===== src/rtl/leh_pkg.sv =====
// Shared types, character codes and echo sequence tables for the line editor.
`timescale 1ns / 1ps

package leh_pkg;

  // Character codes
  localparam logic [7:0] CH_BS     = 8'h08;
  localparam logic [7:0] CH_LF     = 8'h0a;
  localparam logic [7:0] CH_CR     = 8'h0d;
  localparam logic [7:0] CH_ESC    = 8'h1b;
  localparam logic [7:0] CH_SP     = 8'h20;
  localparam logic [7:0] CH_TWO    = 8'h32;
  localparam logic [7:0] CH_PROMPT = 8'h3e;
  localparam logic [7:0] CH_UP     = 8'h41;
  localparam logic [7:0] CH_DOWN   = 8'h42;
  localparam logic [7:0] CH_K      = 8'h4b;
  localparam logic [7:0] CH_LBRK   = 8'h5b;
  localparam logic [7:0] CH_TILDE  = 8'h7e;
  localparam logic [7:0] CH_DEL    = 8'h7f;

  typedef enum logic [1:0] {
    S_IDLE,
    S_CONST,
    S_COPY,
    S_RECALL
  } state_e;

  typedef enum logic [1:0] {
    ESC_IDLE,
    ESC_SKIP,
    ESC_CODE
  } esc_e;

  typedef enum logic [1:0] {
    SEQ_ECHO,
    SEQ_BS,
    SEQ_NL,
    SEQ_CLEAR
  } seq_e;

  typedef logic [2:0] seq_idx_t;

  // Byte at position idx of a fixed echo sequence
  function automatic logic [7:0] seq_byte(seq_e kind, seq_idx_t idx, logic [7:0] echo);
    logic [7:0] b;
    b = echo;
    unique case (kind)
      SEQ_ECHO: b = echo;
      SEQ_BS:   b = (idx == seq_idx_t'(1)) ? CH_SP : CH_BS;
      SEQ_NL: begin
        if (idx == seq_idx_t'(0)) b = CH_LF;
        else if (idx == seq_idx_t'(1)) b = CH_PROMPT;
        else b = CH_SP;
      end
      SEQ_CLEAR: begin
        unique case (idx)
          seq_idx_t'(0): b = CH_ESC;
          seq_idx_t'(1): b = CH_LBRK;
          seq_idx_t'(2): b = CH_TWO;
          seq_idx_t'(3): b = CH_K;
          default:       b = CH_CR;
        endcase
      end
      default: b = echo;
    endcase
    return b;
  endfunction

  // Position of the final byte of a fixed echo sequence
  function automatic seq_idx_t seq_last(seq_e kind);
    seq_idx_t n;
    n = seq_idx_t'(0);
    unique case (kind)
      SEQ_ECHO:  n = seq_idx_t'(0);
      SEQ_BS:    n = seq_idx_t'(2);
      SEQ_NL:    n = seq_idx_t'(2);
      SEQ_CLEAR: n = seq_idx_t'(4);
      default:   n = seq_idx_t'(0);
    endcase
    return n;
  endfunction

endpackage


===== src/rtl/line_editor_with_history.sv =====
// Line editor with echo generation and a ring of recently committed lines.
//
// Takes one keyboard byte per input item and emits the terminal echo as a run
// of output items, tlast on the final byte of each run. A printable byte,
// delete or escape byte is taken and its echo (zero to three bytes) leaves at
// one byte per cycle while the output is not stalled. A newline that commits a
// line first copies the edit line into the ring memory, one byte per cycle
// through its read port, then emits newline and prompt. A recall emits the
// five-byte clear sequence and then streams the stored line out of the ring
// memory at one byte per cycle while the output is not stalled, copying it
// into the edit line. One item is worked at a time; a new item is taken as soon
// as the last byte of the previous one sits in the output register. The stores
// need no clearing pass after reset.
`timescale 1ns / 1ps

module line_editor_with_history
  import leh_pkg::*;
#(
  parameter int LINE_LEN   = 32,
  parameter int RING_DEPTH = 8
) (
  input  logic       clk_i,
  input  logic       rst_ni,
  input  logic       s_axis_tvalid_i,
  output logic       s_axis_tready_o,
  input  logic [7:0] s_axis_tdata_i,   // [7:0] in_byte
  output logic       m_axis_tvalid_o,
  input  logic       m_axis_tready_i,
  output logic [7:0] m_axis_tdata_o,   // [7:0] out_byte
  output logic       m_axis_tlast_o    // last_of_run
);

  localparam int LEN_W  = $clog2(LINE_LEN);
  localparam int SLOT_W = (RING_DEPTH > 1) ? $clog2(RING_DEPTH) : 1;
  localparam int CNT_W  = $clog2(RING_DEPTH + 1);
  localparam int TW     = CNT_W + 1;
  localparam int RG_AW  = SLOT_W + LEN_W;
  localparam int RG_DEPTH = RING_DEPTH * (2 ** LEN_W);
  localparam logic [LEN_W-1:0] LenMax = LEN_W'(LINE_LEN - 1);

  // Control and payload registers
  state_e             st_q, st_d;
  esc_e               esc_q, esc_d;
  logic [LEN_W-1:0]   edit_len_q, edit_len_d;
  logic [SLOT_W-1:0]  ws_q, ws_d;
  logic [CNT_W-1:0]   used_q, used_d;
  logic [CNT_W-1:0]   recall_q, recall_d;
  logic [SLOT_W-1:0]  rslot_q, rslot_d;
  logic [SLOT_W-1:0]  cp_slot_q, cp_slot_d;
  logic [LEN_W-1:0]   cp_len_q, cp_len_d;
  seq_e               seq_q, seq_d;
  seq_idx_t           sidx_q, sidx_d;
  logic [7:0]         echo_q, echo_d;
  logic [LEN_W-1:0]   rd_idx_q, rd_idx_d;
  logic [LEN_W-1:0]   wr_idx_q, wr_idx_d;
  logic               pend_q, pend_d;
  logic               m_valid_q, m_valid_d;
  logic [7:0]         m_data_q, m_data_d;
  logic               m_last_q, m_last_d;

  // Memories
  logic [7:0]         edit_mem [LINE_LEN];
  logic [7:0]         ring_mem [RG_DEPTH];
  logic [LEN_W-1:0]   ring_len_q [RING_DEPTH];

  logic               ed_we, ed_re;
  logic [LEN_W-1:0]   ed_waddr, ed_raddr;
  logic [7:0]         ed_wdata, ed_rdata_q;
  logic               rg_we, rg_re;
  logic [RG_AW-1:0]   rg_waddr, rg_raddr;
  logic [7:0]         rg_wdata, rg_rdata_q;
  logic               len_we;
  logic [SLOT_W-1:0]  len_wslot;
  logic [LEN_W-1:0]   len_wdata;

  logic               accept, out_free, is_end, move, issue, rec_ok;
  logic [7:0]         b;
  logic [CNT_W-1:0]   rp_new;
  logic [TW-1:0]      slot_sum;
  logic [SLOT_W-1:0]  rslot_new;

  assign s_axis_tready_o = (st_q == S_IDLE);
  assign accept   = s_axis_tvalid_i && s_axis_tready_o;
  assign out_free = !m_valid_q || m_axis_tready_i;
  assign b        = s_axis_tdata_i;

  assign m_axis_tvalid_o = m_valid_q;
  assign m_axis_tdata_o  = m_data_q;
  assign m_axis_tlast_o  = m_last_q;

  // Slot of the k-th newest entry, k = recall position after the step
  always_comb begin
    rp_new   = (b == CH_UP) ? recall_q + CNT_W'(1) : recall_q - CNT_W'(1);
    slot_sum = TW'(ws_q) + TW'(RING_DEPTH) - TW'(rp_new);
    if (slot_sum >= TW'(RING_DEPTH)) begin
      slot_sum = slot_sum - TW'(RING_DEPTH);
    end
    rslot_new = slot_sum[SLOT_W-1:0];
    rec_ok = (b == CH_UP && recall_q < used_q) ||
             (b == CH_DOWN && recall_q > CNT_W'(1));
  end

  always_comb begin
    st_d       = st_q;
    esc_d      = esc_q;
    edit_len_d = edit_len_q;
    ws_d       = ws_q;
    used_d     = used_q;
    recall_d   = recall_q;
    rslot_d    = rslot_q;
    cp_slot_d  = cp_slot_q;
    cp_len_d   = cp_len_q;
    seq_d      = seq_q;
    sidx_d     = sidx_q;
    echo_d     = echo_q;
    rd_idx_d   = rd_idx_q;
    wr_idx_d   = wr_idx_q;
    pend_d     = pend_q;
    m_valid_d  = m_valid_q;
    m_data_d   = m_data_q;
    m_last_d   = m_last_q;
    ed_we      = 1'b0;
    ed_waddr   = edit_len_q;
    ed_wdata   = b;
    ed_re      = 1'b0;
    ed_raddr   = rd_idx_q;
    rg_we      = 1'b0;
    rg_waddr   = {cp_slot_q, wr_idx_q};
    rg_wdata   = ed_rdata_q;
    rg_re      = 1'b0;
    rg_raddr   = {rslot_q, rd_idx_q};
    len_we     = 1'b0;
    len_wslot  = ws_q;
    len_wdata  = edit_len_q;
    is_end     = 1'b0;
    move       = 1'b0;
    issue      = 1'b0;

    // Output register empties when taken
    if (m_valid_q && m_axis_tready_i) begin
      m_valid_d = 1'b0;
    end

    unique case (st_q)
      S_IDLE: begin
        if (accept) begin
          unique case (esc_q)
            ESC_SKIP: esc_d = ESC_CODE;
            ESC_CODE: begin
              esc_d = ESC_IDLE;
              if (rec_ok) begin
                recall_d   = rp_new;
                rslot_d    = rslot_new;
                edit_len_d = ring_len_q[rslot_new];
                seq_d      = SEQ_CLEAR;
                sidx_d     = seq_idx_t'(0);
                st_d       = S_CONST;
              end
            end
            default: begin
              if (b == CH_ESC) begin
                esc_d = ESC_SKIP;
              end else if (b == CH_LF) begin
                seq_d      = SEQ_NL;
                sidx_d     = seq_idx_t'(0);
                edit_len_d = '0;
                if (edit_len_q != '0) begin
                  // Commit: book the slot now, copy the bytes next
                  cp_slot_d = ws_q;
                  cp_len_d  = edit_len_q;
                  len_we    = 1'b1;
                  ws_d      = (ws_q == SLOT_W'(RING_DEPTH - 1)) ? '0 : ws_q + SLOT_W'(1);
                  if (used_q != CNT_W'(RING_DEPTH)) begin
                    used_d = used_q + CNT_W'(1);
                  end
                  recall_d = '0;
                  rd_idx_d = '0;
                  pend_d   = 1'b0;
                  st_d     = S_COPY;
                end else begin
                  st_d = S_CONST;
                end
              end else if (b == CH_DEL) begin
                if (edit_len_q != '0) begin
                  edit_len_d = edit_len_q - LEN_W'(1);
                  seq_d      = SEQ_BS;
                  sidx_d     = seq_idx_t'(0);
                  st_d       = S_CONST;
                end
              end else if (b >= CH_SP && b <= CH_TILDE) begin
                if (edit_len_q < LenMax) begin
                  ed_we      = 1'b1;
                  edit_len_d = edit_len_q + LEN_W'(1);
                  echo_d     = b;
                  seq_d      = SEQ_ECHO;
                  sidx_d     = seq_idx_t'(0);
                  st_d       = S_CONST;
                end
              end
            end
          endcase
        end
      end

      S_CONST: begin
        if (out_free) begin
          is_end    = (sidx_q == seq_last(seq_q));
          m_valid_d = 1'b1;
          m_data_d  = seq_byte(seq_q, sidx_q, echo_q);
          m_last_d  = is_end && !(seq_q == SEQ_CLEAR && edit_len_q != '0);
          sidx_d    = sidx_q + seq_idx_t'(1);
          if (is_end) begin
            if (seq_q == SEQ_CLEAR && edit_len_q != '0) begin
              rd_idx_d = '0;
              pend_d   = 1'b0;
              st_d     = S_RECALL;
            end else begin
              st_d = S_IDLE;
            end
          end
        end
      end

      S_COPY: begin
        // Read edit line, write ring in the following cycle
        if (pend_q) begin
          rg_we = 1'b1;
        end
        issue = (rd_idx_q < cp_len_q);
        if (issue) begin
          ed_re    = 1'b1;
          wr_idx_d = rd_idx_q;
          rd_idx_d = rd_idx_q + LEN_W'(1);
          pend_d   = 1'b1;
        end else begin
          pend_d = 1'b0;
        end
        if (pend_q && wr_idx_q == cp_len_q - LEN_W'(1)) begin
          st_d = S_CONST;
        end
      end

      S_RECALL: begin
        // Stream ring entry out; hold read data while the output stalls
        move = pend_q && out_free;
        if (move) begin
          is_end    = (wr_idx_q == edit_len_q - LEN_W'(1));
          m_valid_d = 1'b1;
          m_data_d  = rg_rdata_q;
          m_last_d  = is_end;
          ed_we     = 1'b1;
          ed_waddr  = wr_idx_q;
          ed_wdata  = rg_rdata_q;
        end
        issue = (rd_idx_q < edit_len_q) && (!pend_q || move);
        if (issue) begin
          rg_re    = 1'b1;
          wr_idx_d = rd_idx_q;
          rd_idx_d = rd_idx_q + LEN_W'(1);
          pend_d   = 1'b1;
        end else if (move) begin
          pend_d = 1'b0;
        end
        if (move && is_end) begin
          st_d = S_IDLE;
        end
      end

      default: st_d = S_IDLE;
    endcase
  end

  always_ff @(posedge clk_i or negedge rst_ni) begin
    if (!rst_ni) begin
      st_q       <= S_IDLE;
      esc_q      <= ESC_IDLE;
      edit_len_q <= '0;
      ws_q       <= '0;
      used_q     <= '0;
      recall_q   <= '0;
      pend_q     <= 1'b0;
      m_valid_q  <= 1'b0;
    end else begin
      st_q       <= st_d;
      esc_q      <= esc_d;
      edit_len_q <= edit_len_d;
      ws_q       <= ws_d;
      used_q     <= used_d;
      recall_q   <= recall_d;
      pend_q     <= pend_d;
      m_valid_q  <= m_valid_d;
    end
  end

  always_ff @(posedge clk_i) begin
    rslot_q   <= rslot_d;
    cp_slot_q <= cp_slot_d;
    cp_len_q  <= cp_len_d;
    seq_q     <= seq_d;
    sidx_q    <= sidx_d;
    echo_q    <= echo_d;
    rd_idx_q  <= rd_idx_d;
    wr_idx_q  <= wr_idx_d;
    m_data_q  <= m_data_d;
    m_last_q  <= m_last_d;
  end

  // Edit line memory
  always_ff @(posedge clk_i) begin
    if (ed_we) begin
      edit_mem[ed_waddr] <= ed_wdata;
    end
    if (ed_re) begin
      ed_rdata_q <= edit_mem[ed_raddr];
    end
  end

  // Ring line memory
  always_ff @(posedge clk_i) begin
    if (rg_we) begin
      ring_mem[rg_waddr] <= rg_wdata;
    end
    if (rg_re) begin
      rg_rdata_q <= ring_mem[rg_raddr];
    end
  end

  // Ring entry lengths
  always_ff @(posedge clk_i) begin
    if (len_we) begin
      ring_len_q[len_wslot] <= len_wdata;
    end
  end

  a_used_bound : assert property (@(posedge clk_i) disable iff (!rst_ni)
    used_q <= CNT_W'(RING_DEPTH))
    else $error("ring fill count above depth");

  a_recall_bound : assert property (@(posedge clk_i) disable iff (!rst_ni)
    recall_q <= used_q)
    else $error("recall position beyond filled entries");

  a_len_bound : assert property (@(posedge clk_i) disable iff (!rst_ni)
    edit_len_q <= LenMax)
    else $error("edit length beyond line capacity");

  a_pend_state : assert property (@(posedge clk_i) disable iff (!rst_ni)
    pend_q |-> (st_q == S_COPY || st_q == S_RECALL))
    else $error("memory read pending outside a copy");

  a_recall_out : assert property (@(posedge clk_i) disable iff (!rst_ni)
    (st_q == S_RECALL && pend_q && m_valid_q && !m_axis_tready_i) |=>
      (pend_q && $stable(rg_rdata_q)))
    else $error("recall read data lost under stall");

endmodule

===== config.mk =====
export PLATFORM = sky130hd
export DESIGN_NAME = line_editor_with_history
export DESIGN_NICKNAME = d
export VERILOG_FILES = /design/src/rtl/leh_pkg.sv /design/src/rtl/line_editor_with_history.sv
export SDC_FILE = /design/constraint.sdc
export NUM_CORES = 2
export LEC_CHECK = 0
export ABC_AREA = 1
export CAP_MARGIN = 0
export CORE_ASPECT_RATIO = 0.75
export CORE_MARGIN = 2
export CORE_UTILIZATION = 25
export CTS_BUF_LIST = sky130_fd_sc_hd__clkbuf_8
export DETAILED_ROUTE_END_ITERATION = 7
export DONT_BUFFER_PORTS = 1
export PLACE_DENSITY_LB_ADDON = 0.25
export SLEW_MARGIN = 20
export SYNTH_ARGS = -nofsm -noshare
export SYNTH_HDL_FRONTEND = slang
export SYNTH_SLANG_ARGS = --single-unit

===== constraint.sdc =====
create_clock -name clk_i -period 4.28 [get_ports clk_i]
set_clock_uncertainty 0.05 [all_clocks]
set_input_delay 0.214 -clock clk_i [delete_from_list [all_inputs] [get_ports clk_i]]
set_output_delay 0.214 -clock clk_i [all_outputs]
set_load 0.005 [all_outputs]

======== After elaboration in Yosys (flattened, before gate mapping) ========
Memories as Yosys holds them, arrays and structs flattened. A register that Yosys moved wholly into a read port is not among the register bits.
Cells that the tools add are included.
cells by class
  eq/ne operators ......................... 44
  $add $sub $neg .......................... 12
  multiplexer cells ....................... 128
  magnitude comparators ................... 8
  multipliers ............................. 0
  bitwise operators ....................... 5
  reduce and logical (&&, ||, !) cells .... 44
  shift operators ......................... 0
  divide/modulo/power cells ............... 0
operators by type and width
  kind                                           number
  2-to-1 mux 5 bit                               22
  2-to-1 mux 1 bit                               43
  2-to-1 mux 2 bit                               21
  2-to-1 mux 3 bit                               13
  2-to-1 mux 8 bit                               4
  one-hot mux 8 bit (4 select lines)             1
  one-hot mux 7 bit (4 select lines)             1
  == test 8 x 7 -> 1 bit, second input constant  3
  != test 2 bit, second input constant           12
  2-to-1 mux 4 bit                               5
  one-hot mux 5 bit (2 select lines)             2
  one-hot mux 5 bit (4 select lines)             1
  AND reduction 9 bit                            2
  one-hot mux 8 bit (2 select lines)             1
  AND reduction 8 bit                            2
  AND reduction 7 bit                            2
  2-to-1 mux 6 bit                               2
  one-hot mux 2 bit (2 select lines)             3
  one-hot mux 3 bit (2 select lines)             2
  logical AND 1 bit                              11
  AND reduction 11 bit                           1
  adder 5 x 1 -> 5 bit, second input constant    2
  == test 2 bit, second input constant           5
  == test 5 bit                                  2
  47 further kinds                               78
storage, ports and cells
  latch bits .............................. 0
  memories kept ........................... 3
  memory bits (read-only) ................. 0
  RAM bits ................................ 2344
  register bits ........................... 65
memory list
  memory      words  width  read ports  clocked after Yosys merged registers in  wr ports  RTL line                        text
  ring_mem    256    8      1           1                                        1         line_editor_with_history.sv:63  logic [7:0] ring_mem [RG_DEPTH];
  edit_mem    32     8      1           1                                        1         line_editor_with_history.sv:62  logic [7:0] edit_mem [LINE_LEN];
  ring_len_q  8      5      1           0                                        1         line_editor_with_history.sv:64  logic [LEN_W-1:0] ring_len_q [RING_DEPTH];

======== Depth between registers and ports, before layout ========
  depth after elaboration ................. 11
  depth in mapped cells ................... 17

======== Least setup slack after synthesis ========
OpenSTA, ideal clock, no wires.
  kind .................................... reg2reg
  start point ............................. register ed_rdata_q[0], read port of edit_mem
  end point ............................... memory ring_mem[0][0], data pin
  arrival ................................. 3.228 ns
  path buffers ............................ 0
  stages on the path, launching flop included .. 1
  period minus slack after synthesis ...... 4.096 ns
  slack ................................... 0.184 ns
  cell sequence ........................... edfxtp_1
RTL lines
  element          RTL line                        text
  start, declared  line_editor_with_history.sv:68  logic [7:0] ed_wdata, ed_rdata_q;
  end, declared    line_editor_with_history.sv:63
No word-level cell before the write port.

======== Worst setup path in the final report ========
  start point ............................. register st_q[0]
  end point ............................... memory edit_mem[9][5] (enable)
between the ends
  longest elaborated chain between the ends .. 6
RTL lines
  element                                 RTL line                                                         text
  start, declared                         line_editor_with_history.sv:42                                   state_e st_q, st_d;
  start signal, assigned                  line_editor_with_history.sv:284                                  st_q <= st_d;
  logical NOT 2 bit                       line_editor_with_history.sv:82, line_editor_with_history.sv:144
  logical AND 1 bit                       line_editor_with_history.sv:83                                   assign accept = s_axis_tvalid_i && s_axis_tready_o;
  2-to-1 mux 1 bit                        line_editor_with_history.sv:146                                  if (accept) begin
  one-hot mux 1 bit (2 select lines)      line_editor_with_history.sv:144                                  unique case (st_q)
  2-to-1 mux 1 bit                        line_editor_with_history.sv:310                                  if (ed_we) begin
  2-to-1 mux 1 bit (implied by the code)  line_editor_with_history.sv:311                                  edit_mem[ed_waddr] <= ed_wdata;
  end, declared                           line_editor_with_history.sv:62
Parallel ways exist; a longest one is shown, timed or not.

==> results.ini <==
[route]
drc = 0
vias = 69600
firstDrtPassIters = 6
post_drt_wl_per_cell_um = 21.0
ant_nets = 0
drt-total-wl_um = 321000
viasPerCell = 4.56
drtIter0Drc = 7353

[power_and_ir_drop]
power_leakage_nw = 43.0
ir_drop_mv = 0.430
power_density_nw_per_um2 = 541

[yosys]
synth_cell_types = 43
syn_inst = 9387
ys_ff_latch = 2425
syn_area_um2 = 103000
synth.avg_cell_area_um2 = 10.9
synth-async-reset-ratio_pct = 0.907
seq_area_frac_synth_pct = 70.8
yosys_warnings = 0
ys.flop_type = edfxtp_1
synth_edf_count = 2403
syn_nets = 9438

[setup_path]
regToRegSetupSlack_ns = 0.51
r2r_end = edit_mem[9][5]
endpoint_kind = register
reg2regPathDepth = 7
cp_max_fo = 16
reg2reg_from = st_q[0]
start_kind = register
required_ns = 4.83
crit_type = register to register
worstPathArrival_ns = 4.32

[flow_run]
drv_cap = 0

[grt]
grt.total_usage_pct = 15.0
grt_pass1_vias = 68500
grt_first_pass_wirelength_um = 468000
antenna_found_initial = 16
grt_max_degree = 137
grt-ovfl-total = 0

[sta]
rsz0062_at_grt = false
fin_tns_setup_ns = 0
hold_viol = 0
drv_slew = 0
slew_headroom_pct = 22.8
setup_viol = 0
worstMarginPinSlew_ns = 1.15
fin_crit_ns = 3.77
timing.fmax_ghz = 0.265
timing.final.ws_setup_ns = 0.507
fin_crit_sh_pct = 88.2

[floorplanning]
num_rows = 203
die_x_um = 744
dieArea_um2 = 416000
core_area_um2 = 408000
start_util_pct = 25.2
io_pins = 23
fp.dieH_um = 559

[worst_hold_path]
hold_path_class = primary input to register
whs_endpoint = esc_q[1]
hp-start = s_axis_tvalid_i
hold_depth = 3

[cells_and_area]
drive_above_1_share_pct = 8.11
final_cell_mix = 2474 x nand2_1, 2403 x edfxtp_1, 1319 x nor2_1
final_nets = 9582
syn_to_final_growth_pct = 14.0
layout_commonest_cell = nand2_1

[placed_design]
gp_congestion = 0.827
port_buffers = 0
hpwlAfterDp_um = 187000
dp_slack_ns = 0.508

[clocking]
clock_latency_ns = 1.04
cts.sinks = 2425
path_clk_slew_ns = 0.06
numCtsBuffers = 399
htreeDepth = 5
clock_path_buffers = 4
root_buffer = clkbuf_8
post_cts_buffers = 0
tritoncts = done

[status]
status = complete, no violations

==> routing by layer <==
metal	vias to the layer above	share of wire (%)	track usage [%]
met4	2	2.2	3.70
met3	474	7.1	2.37
li1	32100	-	-
met5	-	0.0034	0
met1	34600	47	22.3
met2	2451	43	22.5
==> state kept, by name, indices dropped and copies added, names as in the netlist, 2 cells and up <==
signal / count
cp_len_q: 5
cp_slot_q: 3
echo_q: 8
ed_raddr: 5
ed_rdata_q: 8
edit_len_q: 5
edit_mem: 256
esc_q: 2
len_wslot: 3
m_axis_tdata_o: 8
recall_q: 4
rg_rdata_q: 8
ring_len_q: 40
ring_mem: 2048
rslot_q: 3
seq_q: 2
sidx_q: 3
st_q: 2
used_q: 4
wr_idx_q: 5
==> cell type report <==
type | count | area [um2]
Timing Repair Buffer | 279 | 3010
Sequential cell | 2425 | 72700
Clock inverter | 278 | 1280
Inverter | 684 | 2620
Tap cell | 5432 | 6800
Clock buffer | 412 | 5670
Multi-Input combinational cell | 5742 | 25000
Antenna cell | 4 | 10.0
Fill cell | 42300 | 291000
==> how the worst max path moves through the flow <==
stage,cells after the start,end,startpoint
final,7,edit_mem[9][5],st_q[0]
after floorplan,0,ring_mem[0][0],ed_rdata_q[0]
after global placement,7,ring_mem[224][5],st_q[0]
after CTS,7,ring_mem[224][5],st_q[0]
after detailed placement,7,ring_mem[224][1],st_q[0]
after global routing,7,edit_mem[9][5],st_q[0]
==> cells in the mapped netlist (all sizes together) (4+ instances only) <==
cell type | count | share of area, %
nand2 | 2477 | 9.1
edfxtp | 2403 | 70
nor2 | 1323 | 4.9
nand3 | 947 | 4.6
inv | 680 | 2.5
o21ai | 516 | 2.5
buf | 319 | 1.7
clkbuf | 217 | 0.79
a21oi | 162 | 0.79
o211ai | 59 | 0.43
o22ai | 55 | 0.34
or2 | 39 | 0.24
ha | 38 | 0.46
nor3 | 33 | 0.17
dfrtp | 22 | 0.54
o221ai | 18 | 0.15
a31oi | 14 | 0.085
nand4 | 13 | 0.079
xnor2 | 11 | 0.094
xor2 | 10 | 0.085
nand3b | 8 | 0.059
a32o | 5 | 0.049
clkinv | 4 | 0.016
==> critical path, cell delays in order (launching register included) <==
cell,delay [ns]
dfrtp_1,0.41
ha_1,0.45
nand2_1,0.19
nor2_4,0.26
inv_1,0.27
o21ai_0,0.46
nand2_1,0.55
nor2_1,0.72
==> where the power goes <==
group	switching, mW	total, mW	internal (mW)
registers	0.274	27.0	26.7
clock network	9.52	18.6	9.11
logic	13.0	17.7	4.63
total	22.8	63.3	40.4
==> through the flow <==
step	power, mW	instance area, um2	cells	util (%)	hold WS [ns]
2_1_floorplan	38.2	103000	9387	-	-0.132
3_3_place_gp	45.0	110000	14500	26.9	-0.131
3_5_place_dp	45.0	110000	14500	26.9	-0.131
4_1_cts	63.7	117000	15300	28.7	0.0686
5_1_grt	66.5	117000	15300	28.7	0.138
6_report	63.3	117000	15300	28.7	0.187
==> cells by family (layout without fill, tap and decap cells) <==
group / after synthesis / in the layout / synth area share [%]
adder cells (fa/ha/maj): 39 / 39 / 0.483
XOR/XNOR: 21 / 21 / 0.179
AO/OA/AOI/OAI: 840 / 840 / 4.45
AND/OR/NAND/NOR: 4842 / 4842 / 19.1
flip-flops: 2425 / 2425 / 70.8
buffers and inverters: 1220 / 1653 / 4.98
other: 0 / 4 / 0
==> repair_timing <==
item	in CTS	in global routing
hold buffers	23	0
hold endpoints to repair	349	0
resized for setup	0	0
(Power assumes the default switching activity.)
